--- src/rtl/escaped_frame_receiver_assert.svh ---
// Assertion macros used by the escaped frame receiver RTL.
// Depends on nothing; included by files that carry concurrent checks.
`ifndef ESCAPED_FRAME_RECEIVER_ASSERT_SVH
`define ESCAPED_FRAME_RECEIVER_ASSERT_SVH

// The condition must never be true outside reset.
`define EFR_ASSERT_NEVER(label, clk, rst_n, cond, msg) \
    label: assert property (@(posedge clk) disable iff (!rst_n) !(cond)) \
        else $error(msg);

// When the antecedent holds, the consequent holds in the same cycle.
`define EFR_ASSERT_IMPLY(label, clk, rst_n, ante, cons, msg) \
    label: assert property (@(posedge clk) disable iff (!rst_n) (ante) |-> (cons)) \
        else $error(msg);

`endif

--- src/rtl/efr_pkg.sv ---
// Package for the escaped frame receiver: framing codes, parser states
// and the structs passed between the receiver's submodules. No dependencies.
package efr_pkg;

    localparam int MAX_FRAME_BYTES_DEF = 64;

    localparam logic [7:0] START_BYTE  = 8'hFF;
    localparam logic [7:0] END_BYTE    = 8'hFE;
    localparam logic [7:0] ESCAPE_BYTE = 8'hFD;
    localparam logic [7:0] ESCAPE_SET  = 8'h80;

    typedef enum logic [1:0] {
        RX_IDLE,
        RX_RECV,
        RX_ESC
    } t_rx_mode;

    // One write into the frame store; the entry index travels beside it.
    typedef struct packed {
        logic       en;
        logic       bank;
        logic [7:0] data;
    } t_store_wr;

    typedef struct packed {
        logic full;
        logic empty;
    } t_q_status;

endpackage

--- src/rtl/escaped_frame_receiver.sv ---
// Escaped frame receiver top level: ties the parser front end, the frame
// descriptor queue and the playback back end together. Uses efr_pkg.
//
// Input channel (i_valid/o_ready, i_line_byte): one raw serial line word per
// handshake. 255 starts a frame, 254 ends it, 253 escapes the following word,
// which is stored with bit 7 set. The last stored word of a frame is an
// additive checksum; a frame is kept only when all its stored words sum to
// zero modulo 256 and it carries at least one payload word.
// Output channel (o_valid/i_ready, o_payload_byte, o_frame_end): the payload
// words of each kept frame in order, without the checksum, with o_frame_end
// set on the final word.
// Throughput: one line word per cycle while fewer than two completed frames
// wait for playback; the frame store has two banks, so one frame can be
// received while the previous one plays out. With two frames pending,
// o_ready drops until playback of the older one finishes.
// Playback: the end word pushes the frame's descriptor into the queue, and
// each payload word is read from the store into the output register, one
// word per cycle unless the output stalls, set by the store's single read port.
// Reset (synchronous, active low) returns the parser to idle, empties the
// queue and clears the output valid. A stall on the output simply holds the
// current word and pauses playback.
module escaped_frame_receiver import efr_pkg::*; #(
    parameter int MAX_FRAME_BYTES = MAX_FRAME_BYTES_DEF
) (
    input  logic       i_clk,
    input  logic       i_rst_n,
    input  logic       i_valid,
    output logic       o_ready,
    input  logic [7:0] i_line_byte,
    output logic       o_valid,
    input  logic       i_ready,
    output logic [7:0] o_payload_byte,
    output logic       o_frame_end
);

    `include "escaped_frame_receiver_assert.svh"

    localparam int AW = $clog2(MAX_FRAME_BYTES);
    localparam int FW = $clog2(MAX_FRAME_BYTES + 1);

    t_store_wr     wr;
    logic [AW-1:0] wr_idx;
    logic          push, pop, take;
    logic [FW:0]   push_desc, head_desc;
    t_q_status     q_status;

    // The front may only run while its current bank is free, which is the
    // case whenever the queue holds fewer than two frames.
    assign o_ready = !q_status.full;
    assign take    = i_valid && o_ready;

    efr_front #(
        .MAX_FRAME_BYTES(MAX_FRAME_BYTES),
        .AW(AW),
        .FW(FW)
    ) u_front (
        .i_clk(i_clk),
        .i_rst_n(i_rst_n),
        .i_take(take),
        .i_line_byte(i_line_byte),
        .o_wr(wr),
        .o_wr_idx(wr_idx),
        .o_push(push),
        .o_push_desc(push_desc)
    );

    efr_queue #(
        .DW(FW + 1)
    ) u_queue (
        .i_clk(i_clk),
        .i_rst_n(i_rst_n),
        .i_push(push),
        .i_data(push_desc),
        .i_pop(pop),
        .o_data(head_desc),
        .o_status(q_status)
    );

    efr_back #(
        .MAX_FRAME_BYTES(MAX_FRAME_BYTES),
        .AW(AW),
        .FW(FW)
    ) u_back (
        .i_clk(i_clk),
        .i_rst_n(i_rst_n),
        .i_wr(wr),
        .i_wr_idx(wr_idx),
        .i_head_desc(head_desc),
        .i_q_status(q_status),
        .o_pop(pop),
        .o_valid(o_valid),
        .i_ready(i_ready),
        .o_payload_byte(o_payload_byte),
        .o_frame_end(o_frame_end)
    );

    // A frame is never released into a full queue.
    `EFR_ASSERT_NEVER(a_push_full, i_clk, i_rst_n, push && q_status.full, "push into full queue")
    // Playback never retires a frame that is not there.
    `EFR_ASSERT_NEVER(a_pop_empty, i_clk, i_rst_n, pop && q_status.empty, "pop from empty queue")
    // The parser never writes into the bank that is being played out.
    `EFR_ASSERT_IMPLY(a_bank_clash, i_clk, i_rst_n, wr.en && !q_status.empty, wr.bank != head_desc[FW], "write into playback bank")

endmodule

--- src/rtl/efr_front.sv ---
// Front end of the escaped frame receiver: parses line words, writes the
// frame store and pushes checked frame descriptors. Depends on efr_pkg.
module efr_front import efr_pkg::*; #(
    parameter int MAX_FRAME_BYTES = MAX_FRAME_BYTES_DEF,
    parameter int AW = $clog2(MAX_FRAME_BYTES),
    parameter int FW = $clog2(MAX_FRAME_BYTES + 1)
) (
    input  logic          i_clk,
    input  logic          i_rst_n,
    input  logic          i_take,
    input  logic [7:0]    i_line_byte,
    output t_store_wr     o_wr,
    output logic [AW-1:0] o_wr_idx,
    output logic          o_push,
    output logic [FW:0]   o_push_desc
);

    localparam logic [FW-1:0] FILL_MAX = FW'(MAX_FRAME_BYTES);

    t_rx_mode      r_mode, n_mode;
    logic [FW-1:0] r_fill, n_fill;
    logic [7:0]    r_sum, n_sum;
    logic          r_bank, n_bank;

    logic       is_start, is_end, is_esc, is_high, is_full;
    logic [7:0] store_data;

    assign is_start = (i_line_byte == START_BYTE);
    assign is_end   = (i_line_byte == END_BYTE);
    assign is_esc   = (i_line_byte == ESCAPE_BYTE);
    assign is_high  = (i_line_byte >= ESCAPE_BYTE);
    assign is_full  = (r_fill == FILL_MAX);

    // Next state.
    always_comb begin
        n_mode = r_mode;
        if (i_take) begin
            unique case (r_mode)
                RX_IDLE: begin
                    if (is_start) n_mode = RX_RECV;
                end
                RX_RECV: begin
                    if (is_start)       n_mode = RX_RECV;
                    else if (is_end)    n_mode = RX_IDLE;
                    else if (is_esc)    n_mode = RX_ESC;
                    else if (is_full)   n_mode = RX_IDLE;
                end
                RX_ESC: begin
                    if (is_high || is_full) n_mode = RX_IDLE;
                    else                    n_mode = RX_RECV;
                end
                default: n_mode = RX_IDLE;
            endcase
        end
    end

    // Store writes, running sum and frame release.
    always_comb begin
        o_wr        = '0;
        o_push      = 1'b0;
        n_fill      = r_fill;
        n_sum       = r_sum;
        n_bank      = r_bank;
        store_data  = (r_mode == RX_ESC) ? (i_line_byte | ESCAPE_SET) : i_line_byte;
        if (i_take) begin
            unique case (r_mode)
                RX_IDLE: begin
                    if (is_start) begin
                        n_fill = '0;
                        n_sum  = '0;
                    end
                end
                RX_RECV: begin
                    if (is_start) begin
                        n_fill = '0;
                        n_sum  = '0;
                    end else if (is_end) begin
                        if (r_sum == 8'd0 && r_fill >= FW'(2)) begin
                            o_push = 1'b1;
                            n_bank = ~r_bank;
                        end
                    end else if (!is_esc && !is_full) begin
                        o_wr.en = 1'b1;
                    end
                end
                RX_ESC: begin
                    if (!is_high && !is_full) o_wr.en = 1'b1;
                end
                default: ;
            endcase
        end
        o_wr.bank = r_bank;
        o_wr.data = store_data;
        if (o_wr.en) begin
            n_fill = r_fill + FW'(1);
            n_sum  = r_sum + store_data;
        end
    end

    assign o_wr_idx    = r_fill[AW-1:0];
    assign o_push_desc = {r_bank, r_fill - FW'(1)};

    always_ff @(posedge i_clk) begin
        if (!i_rst_n) begin
            r_mode <= RX_IDLE;
            r_fill <= '0;
            r_sum  <= '0;
            r_bank <= 1'b0;
        end else begin
            r_mode <= n_mode;
            r_fill <= n_fill;
            r_sum  <= n_sum;
            r_bank <= n_bank;
        end
    end

endmodule

--- src/rtl/efr_queue.sv ---
// Two-entry descriptor queue between the front and back of the receiver.
// Depends on efr_pkg for the status struct.
module efr_queue import efr_pkg::*; #(
    parameter int DW = 8
) (
    input  logic          i_clk,
    input  logic          i_rst_n,
    input  logic          i_push,
    input  logic [DW-1:0] i_data,
    input  logic          i_pop,
    output logic [DW-1:0] o_data,
    output t_q_status     o_status
);

    logic [DW-1:0] r_mem [2];
    logic          r_wp, r_rp;
    logic [1:0]    r_cnt;

    always_ff @(posedge i_clk) begin
        if (i_push) r_mem[r_wp] <= i_data;
    end

    always_ff @(posedge i_clk) begin
        if (!i_rst_n) begin
            r_wp  <= 1'b0;
            r_rp  <= 1'b0;
            r_cnt <= '0;
        end else begin
            if (i_push) r_wp <= ~r_wp;
            if (i_pop)  r_rp <= ~r_rp;
            r_cnt <= r_cnt + 2'(i_push) - 2'(i_pop);
        end
    end

    assign o_data         = r_mem[r_rp];
    assign o_status.full  = (r_cnt == 2'd2);
    assign o_status.empty = (r_cnt == 2'd0);

endmodule

--- src/rtl/efr_back.sv ---
// Back end of the escaped frame receiver: holds the double-banked frame
// store and plays queued frames out through the output register. Uses efr_pkg.
module efr_back import efr_pkg::*; #(
    parameter int MAX_FRAME_BYTES = MAX_FRAME_BYTES_DEF,
    parameter int AW = $clog2(MAX_FRAME_BYTES),
    parameter int FW = $clog2(MAX_FRAME_BYTES + 1)
) (
    input  logic          i_clk,
    input  logic          i_rst_n,
    input  t_store_wr     i_wr,
    input  logic [AW-1:0] i_wr_idx,
    input  logic [FW:0]   i_head_desc,
    input  t_q_status     i_q_status,
    output logic          o_pop,
    output logic          o_valid,
    input  logic          i_ready,
    output logic [7:0]    o_payload_byte,
    output logic          o_frame_end
);

    localparam int DEPTH = 2 ** (AW + 1);

    logic [7:0]    r_store [DEPTH];
    logic [AW-1:0] r_idx;
    logic          r_out_valid;
    logic [7:0]    r_out_byte;
    logic          r_out_end;

    logic          head_bank;
    logic [FW-1:0] head_cnt;
    logic          issue, last;

    assign head_bank = i_head_desc[FW];
    assign head_cnt  = i_head_desc[FW-1:0];
    assign issue     = !i_q_status.empty && (!r_out_valid || i_ready);
    assign last      = (FW'(r_idx) + FW'(1) == head_cnt);
    assign o_pop     = issue && last;

    always_ff @(posedge i_clk) begin
        if (i_wr.en) r_store[{i_wr.bank, i_wr_idx}] <= i_wr.data;
        if (issue) begin
            r_out_byte <= r_store[{head_bank, r_idx}];
            r_out_end  <= last;
        end
    end

    always_ff @(posedge i_clk) begin
        if (!i_rst_n) begin
            r_idx       <= '0;
            r_out_valid <= 1'b0;
        end else begin
            if (issue) begin
                r_idx       <= last ? '0 : r_idx + AW'(1);
                r_out_valid <= 1'b1;
            end else if (i_ready) begin
                r_out_valid <= 1'b0;
            end
        end
    end

    assign o_valid        = r_out_valid;
    assign o_payload_byte = r_out_byte;
    assign o_frame_end    = r_out_end;

endmodule
--- config.mk ---
export PLATFORM = sky130hd
export DESIGN_NAME = escaped_frame_receiver
export DESIGN_NICKNAME = d
export VERILOG_FILES = /design/src/rtl/efr_pkg.sv /design/src/rtl/escaped_frame_receiver.sv /design/src/rtl/efr_front.sv /design/src/rtl/efr_queue.sv /design/src/rtl/efr_back.sv
export VERILOG_INCLUDE_DIRS = /design/src /design/src/rtl
export SDC_FILE = /design/constraint.sdc
export NUM_CORES = 1
export LEC_CHECK = 0
export ABC_CLOCK_PERIOD_IN_PS = 3200
export BUFFER_PORTS_ARGS = -buffer_cell sky130_fd_sc_hd__buf_2
export CORE_UTILIZATION = 35
export DETAILED_ROUTE_END_ITERATION = 7
export GPL_TIMING_DRIVEN = 0
export MAX_ROUTING_LAYER = met4
export PLACE_DENSITY = 0.48
export SYNTH_ARGS = -nofsm -noshare
export SYNTH_HDL_FRONTEND = slang
export SYNTH_SLANG_ARGS = --single-unit
--- constraint.sdc ---
create_clock -name i_clk -period 3.2 [get_ports i_clk]
set_clock_uncertainty 0.05 [all_clocks]
set_input_delay 0.16 -clock i_clk [delete_from_list [all_inputs] [get_ports i_clk]]
set_output_delay 0.16 -clock i_clk [all_outputs]
set_load 0.1 [all_outputs]
After elaboration in Yosys (flattened, before gate mapping)
Memories as Yosys holds them, arrays and structs flattened. A register that Yosys moved wholly into a read port is not among the register bits.
Cells that the tools add are included.
Storage, ports and cells
  logic and storage cells: 96
  bits in registers: 30
  input bits: 12
  memories: 2
  RAM bits: 1040
  output and inout bits: 11
Memories
  u_back.r_store: depth 128, bits a word 8, read ports 1, clocked after memory_dff 1, write ports 1, line efr_back.sv:23  | logic [7:0] r_store [DEPTH];
  u_queue.r_mem: depth 2, bits a word 8, read ports 1, clocked after memory_dff 1, write ports 1, line efr_queue.sv:15  | logic [DW-1:0] r_mem [2];
Operators by class
  add/subtract/negate cells: 7
  magnitude comparators: 2
  bitwise logic cells: 4
  eq/ne operators: 10
  reduce and logical (&&, ||, !) cells: 25
  multiplexer cells: 36
Operators by type and width (count)
  2-to-1 mux 8 bit: 5
  2-to-1 mux 7 bit: 4
  == test 8 bit (second input constant): 3
  2-to-1 mux 1 bit: 19
  2-to-1 mux 2 bit: 5
  adder 8 bit: 1
  >= comparator 8 bit (second input constant): 1
  logical NOT 8 bit: 1
  nonzero test 2 bit: 4
  adder 6 x 1 -> 7 bit (second input constant): 1
  adder 7 x 1 -> 7 bit (second input constant): 1
  == test 7 bit: 1
  == test 7 bit (second input constant): 1
  >= comparator 7 x 2 -> 1 bit (second input constant): 1
  subtractor 7 x 1 -> 7 bit (second input constant): 1
  adder 6 x 1 -> 6 bit (second input constant): 1
  logical AND 1 bit: 6
  logical NOT 1 bit: 6
  2-to-1 mux 6 bit: 1
  one-hot mux 2 bit (3 select lines): 1
  AND reduction 3 bit: 2
  inequality test 5 x 1 -> 1 bit (second input constant): 1
  AND reduction 5 bit: 1
  == test 2 bit (second input constant): 2
  9 further kinds: 14

Longest topological paths before layout
  depth in word-level cells: 10
  depth in mapped cells: 13
  depth with buffers taken out: 12

Cells and area by module
Synthesis repeated with hierarchy kept, for this count alone.
Unflattened totals
  cells, all modules: 1935
  area total of the unflattened synthesis: 42582.1 µm²
Modules (own cells, without submodules)
  efr_back: instances 1, cells each 1705, area an instance 40294.9 µm², seq. area each 31159.9 µm²
  efr_front: instances 1, cells each 182, area an instance 1476.4 µm², seq. area each 360.3 µm²
  efr_queue: instances 1, cells each 46, area an instance 800.8 µm², seq. area each 580.6 µm²
  escaped_frame_receiver: instances 1, cells each 2, area an instance 10.0 µm², seq. area each 0.0 µm²

Worst setup path before layout
Ideal clock, no wire load.
  path kind: register -> register
  from: register u_queue.r_cnt[0]
  to: memory u_back.r_store[75][0] (enable)
  stages on the path, launching flop included: 8
  buffers on the path: 1
  setup time: 0.370 ns
  slack: -0.066 ns
  required time: 2.780 ns
  data arrival time: 2.845 ns
  period minus slack after synthesis: 3.266 ns
  cells stage by stage: dfxtp_1 > nand2b_1 > nand2_1 > a2111oi_4 > nor2b_1 > nand3_1 > clkbuf_1 > nor2_1
Between the ends
  word-level cells in the longest chain between the ends: 6
RTL lines
  start: declaration: line efr_queue.sv:17  | logic [1:0] r_cnt;
  start signal: assignment: line efr_queue.sv:31  | r_cnt <= r_cnt + 2'(i_push) - 2'(i_pop);
  == test 2 bit: line efr_queue.sv:36  | assign o_status.full = (r_cnt == 2'd2);
  logical NOT 1 bit: line escaped_frame_receiver.sv:49  | assign o_ready = !q_status.full;
  net o_ready: line escaped_frame_receiver.sv:28  | output logic o_ready,
  logical AND 1 bit: line escaped_frame_receiver.sv:50  | assign take = i_valid && o_ready;
  2-to-1 mux 1 bit: line efr_front.sv:65  | if (i_take) begin
  2-to-1 mux 1 bit: line efr_back.sv:40  | if (i_wr.en) r_store[{i_wr.bank, i_wr_idx}] <= i_wr.data;
  2-to-1 mux 1 bit (not written as such): line efr_back.sv:40
  end: declaration: line efr_back.sv:23
The timed path passes the listed nets, and every way through them passes these cells.

==> impl_metrics.tcl <==
set metrics [dict create \
    powerDensity_nw_per_um2 559 \
    finalNetCount 2424 \
    antenna_found_initial 1 \
    worst_pin_slew_ps 1120 \
    fin_cells 4092 \
    synth_edf_count 1049 \
    min_from "i_valid" \
    synthTopCellsByArea "edfxtp_1 75%, mux4_2 10%, mux2i_1 3.0%" \
    syn-cell-area_um2 42200 \
    port_buffers 21 \
    synthCells 2156 \
    yosysUniqueCellTypes 54 \
    avgRoutedWirePerCell_um 28.7 \
    met1_usage_pct 26.7 \
    area_growth_pct 20.4 \
    leakagePower_uw 0.0152 \
    r2r_end "u_back.o_payload_byte[2]" \
    gp_congestion 0.903 \
    drtAntennaViolNets 0 \
    cpPeakStageDelay_ps 480 \
    min_period_ps 3290 \
    cts_buffers 113 \
    cts_sinks 1079 \
    worstPathArrival_ps 3650 \
    grt_pass1_vias 22600 \
    path_class "flop to flop" \
    grt_pass1_wl_um 167000 \
    grt-busiest-layer "met2" \
    path_common_cell "buf_6" \
    drv_slew 0 \
    cpLargestDelayFamily "buffers and inverters" \
    synth_top_cell_by_area "edfxtp_1" \
    drt_iter0_drc 2187 \
    n_fill_cell 10300 \
    die_w_um 349 \
    violations "negative setup slack" \
    rows 126 \
    synth_top_cell_area_share_pct 74.7 \
    critPathSlowestCell "nor3_2" \
    synthArstFlopShare_pct 0 \
    synthFlopType "edfxtp_1" \
    crit_buf_inv 3 \
    yosys_register_bits 1079 \
    fin_ws_ps -92.9 \
    grt_use_met2_pct 31.3 \
    path_clk_slew_ps 60 \
    grt_start_max_net_pins 110 \
    dpl.cell_count 3785 \
    h-tree-depth 3 \
    vias 22100 \
    crit_required_ps 3560 \
    hold_depth 5 \
    synth_nets 2186 \
    setup_viol 1 \
    grtUsageMet3_pct 3.17 \
    overflow 0 \
    ir_drop_uv 457 \
    worstReg2RegStart "u_back.r_idx[2]" \
    final_layout_size_suffix_gt1_share_pct 29.9 \
    wl_um 117000 \
    final_util_pct 42.8 \
    power.total_uw 28400 \
    maxSlewHeadroom_pct 25.4 \
    vias_per_cell 5.40 \
    reg2reg_depth 8 \
    r2r_slack_ps -90 \
    post-dp-hpwl_um 76000 \
    fmax_mhz 304 \
    cp-end-kind "flop" \
    initial_utilization_pct 35.5 \
    boundaryPins 23 \
    preCtsSetupSlack_ps -1610 \
    min_path_type "input port to flop" \
    syn_avg_cell_area_um2 19.6 \
    cts_root_buf "clkbuf_16" \
    first_pass_iters 5 \
    track_usage_pct 19.9 \
    crit_fanout 10 \
    fp.dieH_um 349 \
    seq_area_frac_synth_pct 76.1 \
    whs_endpoint "u_front.r_bank" \
    die-area_um2 122000 \
    drc 0 \
    maxCapViolCount 0 \
    ys.warnings.count 0 \
    start_kind "flop" \
    core_area_um2 119000 \
    cts_tree "done" \
    status "complete, but fails checks" \
    hold_violations 0 \
    insertion_delay_ps 720 \
    clockBufferDepth 3 \
    path_cells "buf_6 -> buf_6 -> clkbuf_2 -> mux4_2 -> a221oi_2 -> o22ai_1 -> nor3_2 -> nand2_1" \
    finalCritPeriodShare_pct 103 \
]
==> repair_timing <==
item	4_1_cts	5_1_grt
cloned	1	1
buffers inserted	62	17
hold buffers	14	0
hold endpoints to repair	307	0
gates resized for setup	411	30
pin swaps	63	14
setup endpoints to repair	1034	689
==> per-stage QoR <==
| step | setup TNS, ps | area (µm²) | hold WS, ps |
|---|---|---|---|
| after floorplan | 0 | 42200 | 209 |
| after CTS | -50.5 | 50500 | 24.7 |
| final | -92.9 | 50800 | 85.4 |
| after detailed placement | -1279270 | 44500 | 392 |
| after global routing | -51.3 | 50800 | 86.0 |
| after global placement | -1897730 | 44300 | 391 |
==> worst max-delay path by stage <==
stage                      startpoint                       end  cells past startpoint
floorplan           u_front.r_fill[0]     u_back.r_store[75][0]                      9
global placement       i_line_byte[3]     u_back.r_store[92][1]                      8
detailed placement  u_front.r_fill[0]     u_back.r_store[92][1]                      9
CTS                   u_back.r_idx[1]          u_queue.r_cnt[1]                     13
global route          u_back.r_idx[0]  u_back.o_payload_byte[2]                     11
finish                u_back.r_idx[2]  u_back.o_payload_byte[2]                      8
==> cell usage after synthesis (4+ instances only) <==
cell type	count
nor3_1	12
mux2i_1	128
nor2_1	171
a22o_1	16
clkbuf_1	79
nor2b_1	13
ha_1	17
buf_2	31
a21oi_1	22
nand3_1	52
o22ai_1	11
xor2_1	13
and3_1	4
nand2_1	39
o21ai_0	8
mux2_2	4
mux4_2	196
xnor2_1	12
and2_1	9
inv_1	11
nor4_1	6
buf_4	4
nand4_1	21
a221oi_1	16
a22oi_1	139
buf_1	5
dfxtp_1	30
edfxtp_1	1049
==> logic make-up (layout without fill, tap and decap cells) <==
group,after synthesis,count (layout),share of synthesized area [%]
DFF,1079,1079,76.1
AOI/OAI and AO/OA,231,231,4.10
other,0,1,0
xor gates and xnor gates,27,27,0.626
adders and majority gates,18,18,0.552
and+or+nand+nor,342,342,3.70
buffers and inverters,131,466,1.29
muxes,328,328,13.6
==> sequential cells by signal, indices dropped and copies added, names as in the netlist, named ones only <==
signal                 cells
u_queue.r_cnt              2
u_front.r_fill             7
u_queue.r_mem             16
u_front.r_sum              8
u_back.r_idx               6
u_queue.r_rp               1
u_front.r_mode             2
u_queue.r_wp               1
u_back.o_frame_end         1
u_front.r_bank             1
u_back.o_payload_byte      8
u_back.o_valid             1
u_back.r_store          1024
==> worst register-to-register path: cells and delay by family, from the launching register on <==
family                 cells  cell delay, ps
muxes                      1             390
buffers and inverters      3             770
and+or+nand+nor            2             750
DFF                        1             320
AOI/OAI and AO/OA          2             690
==> metal layers <==
metal,up-vias,wire (µm),share of wire (%)
li1,9398,-,-
met1,11900,51000,43
met2,661,56700,48
met3,181,6260,5.3
met4,0,3470,3.0
met5,-,0,0
==> layout make-up <==
cell class                      count  area [µm²]  share of cell area, %
Timing Repair Buffer              125        1590                   3.13
Tap cell                         1600        2000                   3.94
Clock inverter                     70         584                   1.15
Buffer                            117         971                   1.91
Multi-Input combinational cell    946       10500                   20.7
Sequential cell                  1079       32100                   63.2
Inverter                           12        48.8                 0.0961
Antenna cell                        1        2.50                0.00493
Clock buffer                      142        2950                   5.80
==> where the power goes <==
part           leakage (µW)  internal [µW]  switching, µW
Sequential          0.00962          15500         0.0696
Combinational       0.00385           63.2            264
Clock               0.00172           7080           5490
==> placed cells by master, fill, tap and decap left out, drive strengths merged, types with 17 or more instances in the layout <==
cell,n
a21oi,22
a22oi,139
buf,156
clkbuf,218
clkinv,63
dfxtp,30
edfxtp,1049
ha,17
mux2i,128
mux4,196
nand2,39
nand3,52
nand4,21
nor2,171
Note: power is estimated with default switching activity, not from simulation.
